--- src/rtl/core/qsr_pkg.sv ---
// qsr_pkg: shared widths, codes, types and helpers of the qpsk sync phase resolver
`default_nettype none
package qsr_pkg;

    localparam int BYTE_W    = 8;
    localparam int SYNC_W    = 64;
    localparam int LEN_W     = 7;
    localparam int TOL_W     = 8;
    localparam int PHASE_W   = 4;
    localparam int SUM_W     = 8;
    localparam int CAND_W    = 10;
    localparam int CFG_IDX_W = 8;

    localparam logic [CFG_IDX_W-1:0] REG_SYNC_I   = CFG_IDX_W'(0);
    localparam logic [CFG_IDX_W-1:0] REG_SYNC_Q   = CFG_IDX_W'(1);
    localparam logic [CFG_IDX_W-1:0] REG_SYNC_LEN = CFG_IDX_W'(2);
    localparam logic [CFG_IDX_W-1:0] REG_TOL      = CFG_IDX_W'(3);

    localparam logic [LEN_W-1:0] MIN_SYNC_LEN   = LEN_W'(2);
    localparam logic [LEN_W-1:0] RST_SYNC_LEN   = LEN_W'(32);

    localparam logic [PHASE_W-1:0] PH_UNKNOWN = 4'd0;
    localparam logic [PHASE_W-1:0] PH_R0      = 4'd1;
    localparam logic [PHASE_W-1:0] PH_R90     = 4'd2;
    localparam logic [PHASE_W-1:0] PH_R180    = 4'd3;
    localparam logic [PHASE_W-1:0] PH_R270    = 4'd4;
    localparam logic [PHASE_W-1:0] PH_S0      = 4'd5;
    localparam logic [PHASE_W-1:0] PH_S90     = 4'd6;
    localparam logic [PHASE_W-1:0] PH_S180    = 4'd7;
    localparam logic [PHASE_W-1:0] PH_S270    = 4'd8;

    // weight code {nonzero, positive}
    localparam logic [1:0] W_ZERO = 2'b00;
    localparam logic [1:0] W_NEG  = 2'b10;
    localparam logic [1:0] W_POS  = 2'b11;

    typedef struct packed {
        logic [SYNC_W-1:0] sync_i;
        logic [SYNC_W-1:0] sync_q;
        logic [LEN_W-1:0]  len;
        logic [TOL_W-1:0]  tol;
    } t_cfg;

    typedef struct packed {
        logic [BYTE_W-1:0]       i_raw;
        logic [BYTE_W-1:0]       q_raw;
        logic                    elig;
        logic signed [SUM_W-1:0] ii;
        logic signed [SUM_W-1:0] iq;
        logic signed [SUM_W-1:0] qi;
        logic signed [SUM_W-1:0] qq;
    } t_qent;

    function automatic logic [1:0] weight_of(input logic [BYTE_W-1:0] b);
        logic [1:0] w;
        w = W_ZERO;
        if (b == BYTE_W'(0)) w = W_NEG;
        else if (b == BYTE_W'(1)) w = W_POS;
        return w;
    endfunction

    function automatic logic [BYTE_W-1:0] inv_bit(input logic [BYTE_W-1:0] b);
        return {{(BYTE_W-1){1'b0}}, ~b[0]};
    endfunction

endpackage
`default_nettype wire

--- src/rtl/core/qsr_queue.sv ---
// qsr_queue: short word queue between correlation and phase decision
`default_nettype none
module qsr_queue import qsr_pkg::*; #(
    parameter int DEPTH = 4
) (
    input  wire logic  i_clk,
    input  wire logic  i_rst_n,
    input  wire logic  i_push,
    input  wire t_qent i_push_word,
    output logic       o_full,
    input  wire logic  i_pop,
    output t_qent      o_head,
    output logic       o_empty
);

    localparam int AW = (DEPTH > 1) ? $clog2(DEPTH) : 1;
    localparam int CW = $clog2(DEPTH + 1);

    t_qent          r_mem [DEPTH];
    logic [AW-1:0]  r_wp, r_rp;
    logic [CW-1:0]  r_cnt;

    assign o_full  = r_cnt == CW'(DEPTH);
    assign o_empty = r_cnt == '0;
    assign o_head  = r_mem[r_rp];

    always_ff @(posedge i_clk) begin
        if (!i_rst_n) begin
            r_wp  <= '0;
            r_rp  <= '0;
            r_cnt <= '0;
        end else begin
            if (i_push) r_wp <= (r_wp == AW'(DEPTH - 1)) ? '0 : r_wp + AW'(1);
            if (i_pop)  r_rp <= (r_rp == AW'(DEPTH - 1)) ? '0 : r_rp + AW'(1);
            if (i_push && !i_pop)      r_cnt <= r_cnt + CW'(1);
            else if (i_pop && !i_push) r_cnt <= r_cnt - CW'(1);
        end
    end

    always_ff @(posedge i_clk) begin
        if (i_push) r_mem[r_wp] <= i_push_word;
    end

endmodule
`default_nettype wire

--- config.mk ---
export PLATFORM = sky130hd
export DESIGN_NAME = qsr_queue
export DESIGN_NICKNAME = d
export VERILOG_FILES = /design/src/rtl/core/qsr_pkg.sv /design/src/rtl/core/qsr_queue.sv
export SDC_FILE = /design/constraint.sdc
export NUM_CORES = 1
export LEC_CHECK = 0
export ABC_CLOCK_PERIOD_IN_PS = 2400
export BUFFER_PORTS_ARGS = -buffer_cell sky130_fd_sc_hd__buf_4
export CORE_MARGIN = 1
export CORE_UTILIZATION = 40
export CTS_CLUSTER_DIAMETER = 120
export DETAILED_ROUTE_END_ITERATION = 8
export PLACE_DENSITY = 0.66
export SYNTH_ARGS = -nofsm -noshare
export SYNTH_HDL_FRONTEND = slang
export SYNTH_SLANG_ARGS = --single-unit
--- constraint.sdc ---
create_clock -name i_clk -period 2.4 [get_ports i_clk]
set_input_delay 0.48 -clock i_clk [delete_from_list [all_inputs] [get_ports i_clk]]
set_output_delay 0.48 -clock i_clk [all_outputs]
set_load 0.02 [all_outputs]
* Word-level counts from Yosys, hierarchy flattened
Memories as Yosys holds them, arrays and structs flattened. A register that Yosys moved wholly into a read port is not among the register bits. Index checks and enable logic that the tools add are counted.
Storage, ports and cells: bits of input ports 53, RAM bits 196, bits in registers 7, logic and storage cells 25, memories kept 1
Memories:
- r_mem | depth 4, width 49, rd ports 1, clocked after memory_dff 1, wr ports 1, line qsr_queue.sv:19 | t_qent r_mem [DEPTH];
Operators by class: muxes and demuxes 8, equality and inequality tests 3, add/subtract/negate cells 4, reductions and logical operators 6
Operators with widths (count):
- $mux W2 | 4
- $mux W3 | 2
- $add A2 B1 Y2 const B | 2
- $eq A2 B2 Y1 const B | 2
- $add A3 B1 Y3 const B | 1
- $eq A3 B3 Y1 const B | 1
- $logic_not A3 Y1 | 1
- $sub A3 B1 Y3 const B | 1
- $logic_and A1 B1 Y1 | 2
- $logic_not A1 Y1 | 2
- $mux W1 | 2
- $reduce_bool A2 Y1 | 1

* Depth between registers and ports, before layout
depth after elaboration 4, depth in mapped cells 7, gate-level depth less buffers 7

* Least setup slack after synthesis
Ideal clock, no wire load.
path type reg-to-reg, from register r_wp[0], to memory r_mem[3][0] (netlist name), enable pin, arrival time 1720 ps, required time 1989 ps, slack 269 ps, stages on the path, launching flop included 3, buffers on the path 0, setup time 411 ps, path through dfxtp_1 ha_1 and2_1
RTL lines:
- start, declared | line qsr_queue.sv:20 | logic [AW-1:0] r_wp, r_rp;
- start signal, assigned | line qsr_queue.sv:33 | if (i_push) r_wp <= (r_wp == AW'(DEPTH - 1)) ? '0 : r_wp + AW'(1);
- end, declared | line qsr_queue.sv:19
Straight into the memory's write port.

==> summary.txt <==
Critical path
  – Crit start category: flip-flop
  – Critical path, cell by cell: buf_16, mux4_2, buf_6
  – Worst Setup End Kind: output port
  – Crit Path Max Fanout: 18
  – Max incr delay on CP: 0.56 ns
  – Critical Path End: o_head[3]
  – Worst r2r dst: r_cnt[2]
  – Crit Path Category: flip-flop to output port
  – Cell count along the critical path: 3
  – R2R Setup Slk: 0.88 ns
  – Critical path's top delay family: multiplexers
  – Crit path buf inv count: 2
  – Worst r2r src: r_cnt[0]
  – WP data required: 1.92 ns
  – CP Data Arrival Time: 1.87 ns
  – Path depth of the worst reg2reg path: 4
  – Slowest cell on crit path: mux4_2

Place
  – DP Area: 8660 um2
  – Routability cong.: 0.648
  – PortBufs: 103
  – Half-perimeter wire length after placement: 7250 um

Clock tree
  – Clock Path Buffers: 3
  – CTS buffer count: 22
  – Clk_lat worst skew: 0.49 ns
  – Root Driver: clkbuf_16
  – Clock-pin slew on the worst setup and hold paths: 0.06 ns
  – Postcts setup bufs: 0
  – CTS H-tree lvls: 1
  – Clock Sink Count: 205
  – Hold Buf Count CTS: 0
  – CTS tree: built

Final layout
  – Share of post-route cells with drive strength above 1: 0.461
  – Post-Route Utilization: 0.528
  – P&R area growth vs syn: 27.5%
  – # diodes: 0
  – Post-route cell area: 9620 um2
  – Layout net count: 484

Route
  – Via/cell ratio: 5.04
  – WL/cell: 19.6 um
  – Via count: 3371
  – Initial DRC count: 177
  – DRC errors left: 0
  – Antenna viol nets, final: 0
  – Final WL: 13100 um
  – TritonRoute pass-1 iters: 4

Power and ir drop
  – P_int: 0.00711 W
  – Combinational share of power: 0.102
  – Part of the power in registers: 0.464
  – Worst vdd ir: 0.587 mV
  – Pwr Density: 929 nW/um2
  – Sw Pwr: 0.00183 W
  – Leakage: 3.30 nW
  – Switching part of the total power: 0.205
  – Clock power share: 0.434

STA
  – RSZ-0062 raised after global routing: yes
  – Final Skew: 0.00860 ns
  – Final setup vio count: 0
  – Transition time of the tightest slew-check pin: 0.332 ns
  – Hold Vio Cnt, Final: 0
  – WHS: 0.187 ns
  – Max Slew Vio Count: 0
  – Tcrit/Tclk final: 0.977
  – Max frequency: 426 MHz
  – Min Tclk post-route: 2.35 ns
  – Worst slew margin: 0.779
  – Setup_tns: 0 ns

Yosys
  – Netlist cell types: 24
  – Flops & latches, synth: 205
  – Cell area after synthesis: 7550 um2
  – Synth top area cells: edfxtp_1, mux4_2, dfxtp_1
  – Seq/Total Area, Yosys: 0.803
  – Yosys top cell area share: 0.780
  – Async S/R FF share, synth: 0
  – Mean Syn Cell Area: 25.2 um2
  – Gate Count Post-Synth: 300
  – Area leader, netlist: edfxtp_1
  – Post-synth EDFFs: 196
  – Mapped Nets: 360
  – Top_reg_cell synth: edfxtp_1
  – Yosys warning count: 0

Global route
  – Initial antenna violation count: 0
  – Gr ovfl total: 0
  – GRT Resource Usage Total: 0.142
  – Vias in the first global route: 3731
  – First-pass GRT wire length: 20700 um
  – Largest net degree at the start of global routing: 50

Flow run
  – Max-cap check violation count: 0

Floorplan
  – Die Ht: 139 um
  – Initial Util: 0.415
  – Floorplan row count: 49
  – Core Area: 18200 um2
  – Die area: 19400 um2
  – Horiz. Die Dim: 139 um
  – I/O pin count: 104

Outcome
  – Status: finished clean

Min path
  – Worst min path class: input pin to flip-flop
-- state kept, by name, indices dropped and copies added (netlist names), named ones only --
signal and count:
r_cnt 3, r_mem 196, r_rp 2, r_wp 2
-- stage by stage --
| stage | total power (W) | cells | setup slack [ns] |
|---|---|---|---|
| finish | 0.00894 | 669 | 0.0540 |
| global route | 0.00923 | 669 | -0.0318 |
| CTS | 0.00903 | 669 | 0.00136 |
| detailed placement | 0.00511 | 628 | 0.386 |
| global placement | 0.00508 | 628 | 0.476 |
| floorplan | 0.00471 | 300 | 0.269 |
-- cell usage after synthesis, types with 2 or more instances --
master / number
and2_1: 5
buf_1: 3
buf_12: 2
buf_2: 2
buf_4: 3
dfxtp_1: 9
edfxtp_1: 196
ha_1: 6
inv_1: 4
mux2i_1: 4
mux4_1: 2
mux4_2: 47
nor2b_1: 5
nor3_1: 2
-- layout make-up --
class	instances	area (um2)
clock buffer	26	607
clock inverter	14	253
fill	1426	8590
inverter	4	15.0
multi-input combinational	80	1370
sequential	205	6070
tap	229	287
timing repair buffer	111	1020
-- kinds of logic (layout without fill, tap and decap cells) --
group	Yosys count	count (layout)	synth area share
AOI/OAI and AO/OA	3	3	0.00265
xor gates and xnor gates	2	2	0.00232
adders and majority gates	7	7	0.0126
buffers and inverters	15	155	0.0146
DFF	205	205	0.803
and+or+nand+nor	15	15	0.0119
muxes	53	53	0.152
-- power by group through the flow --
stage | logic, W | registers, W | clock network (W)
after floorplan | 0.000506 | 0.00421 | 0
after global placement | 0.000877 | 0.00421 | 0
after detailed placement | 0.000888 | 0.00422 | 0
after CTS | 0.000905 | 0.00415 | 0.00397
after global routing | 0.000979 | 0.00416 | 0.00409
final | 0.000914 | 0.00415 | 0.00388
-- cells in the final DEF, fill, tap and decap left out, drive strengths merged --
cell type / Yosys / routed
dfxtp: 9 / 9
xor2: 1 / 1
nor3b: 1 / 1
nor2: 1 / 1
nor3: 2 / 2
clkbuf: 0 / 26
edfxtp: 196 / 196
a21boi: 1 / 1
ha: 6 / 6
xnor2: 1 / 1
and2: 5 / 5
nor2b: 5 / 5
mux2i: 4 / 4
clkinv: 0 / 6
mux4: 49 / 49
fa: 1 / 1
buf: 11 / 111
o21a: 1 / 1
bufinv: 0 / 7
o21ai: 1 / 1
or3: 1 / 1
inv: 4 / 5
-- repair_timing --
action / in CTS / in global routing
gates cloned: 1 / 0
setup endpoints to repair: 35 / 21
gates resized for setup: 4 / 19
-- worst min path at each step --
stage	start	end	cells after the start
2_1_floorplan	r_cnt[2]	r_cnt[2]	2
3_3_place_gp	r_cnt[2]	r_cnt[2]	2
3_5_place_dp	r_cnt[2]	r_cnt[2]	2
4_1_cts	i_push_word[9]	r_mem[3][9]	1
5_1_grt	i_push_word[15]	r_mem[3][15]	1
6_report	i_push_word[15]	r_mem[3][15]	1
-- routing by layer --
metal / vias to the layer above / track usage / wire (um)
met5: - / 0 / 0
met4: 0 / 0.0421 / 247
met3: 26 / 0.0392 / 909
met2: 100 / 0.236 / 6520
met1: 1731 / 0.181 / 5460
li1: 1514 / - / -
Note: power is estimated with default switching activity, not from simulation.
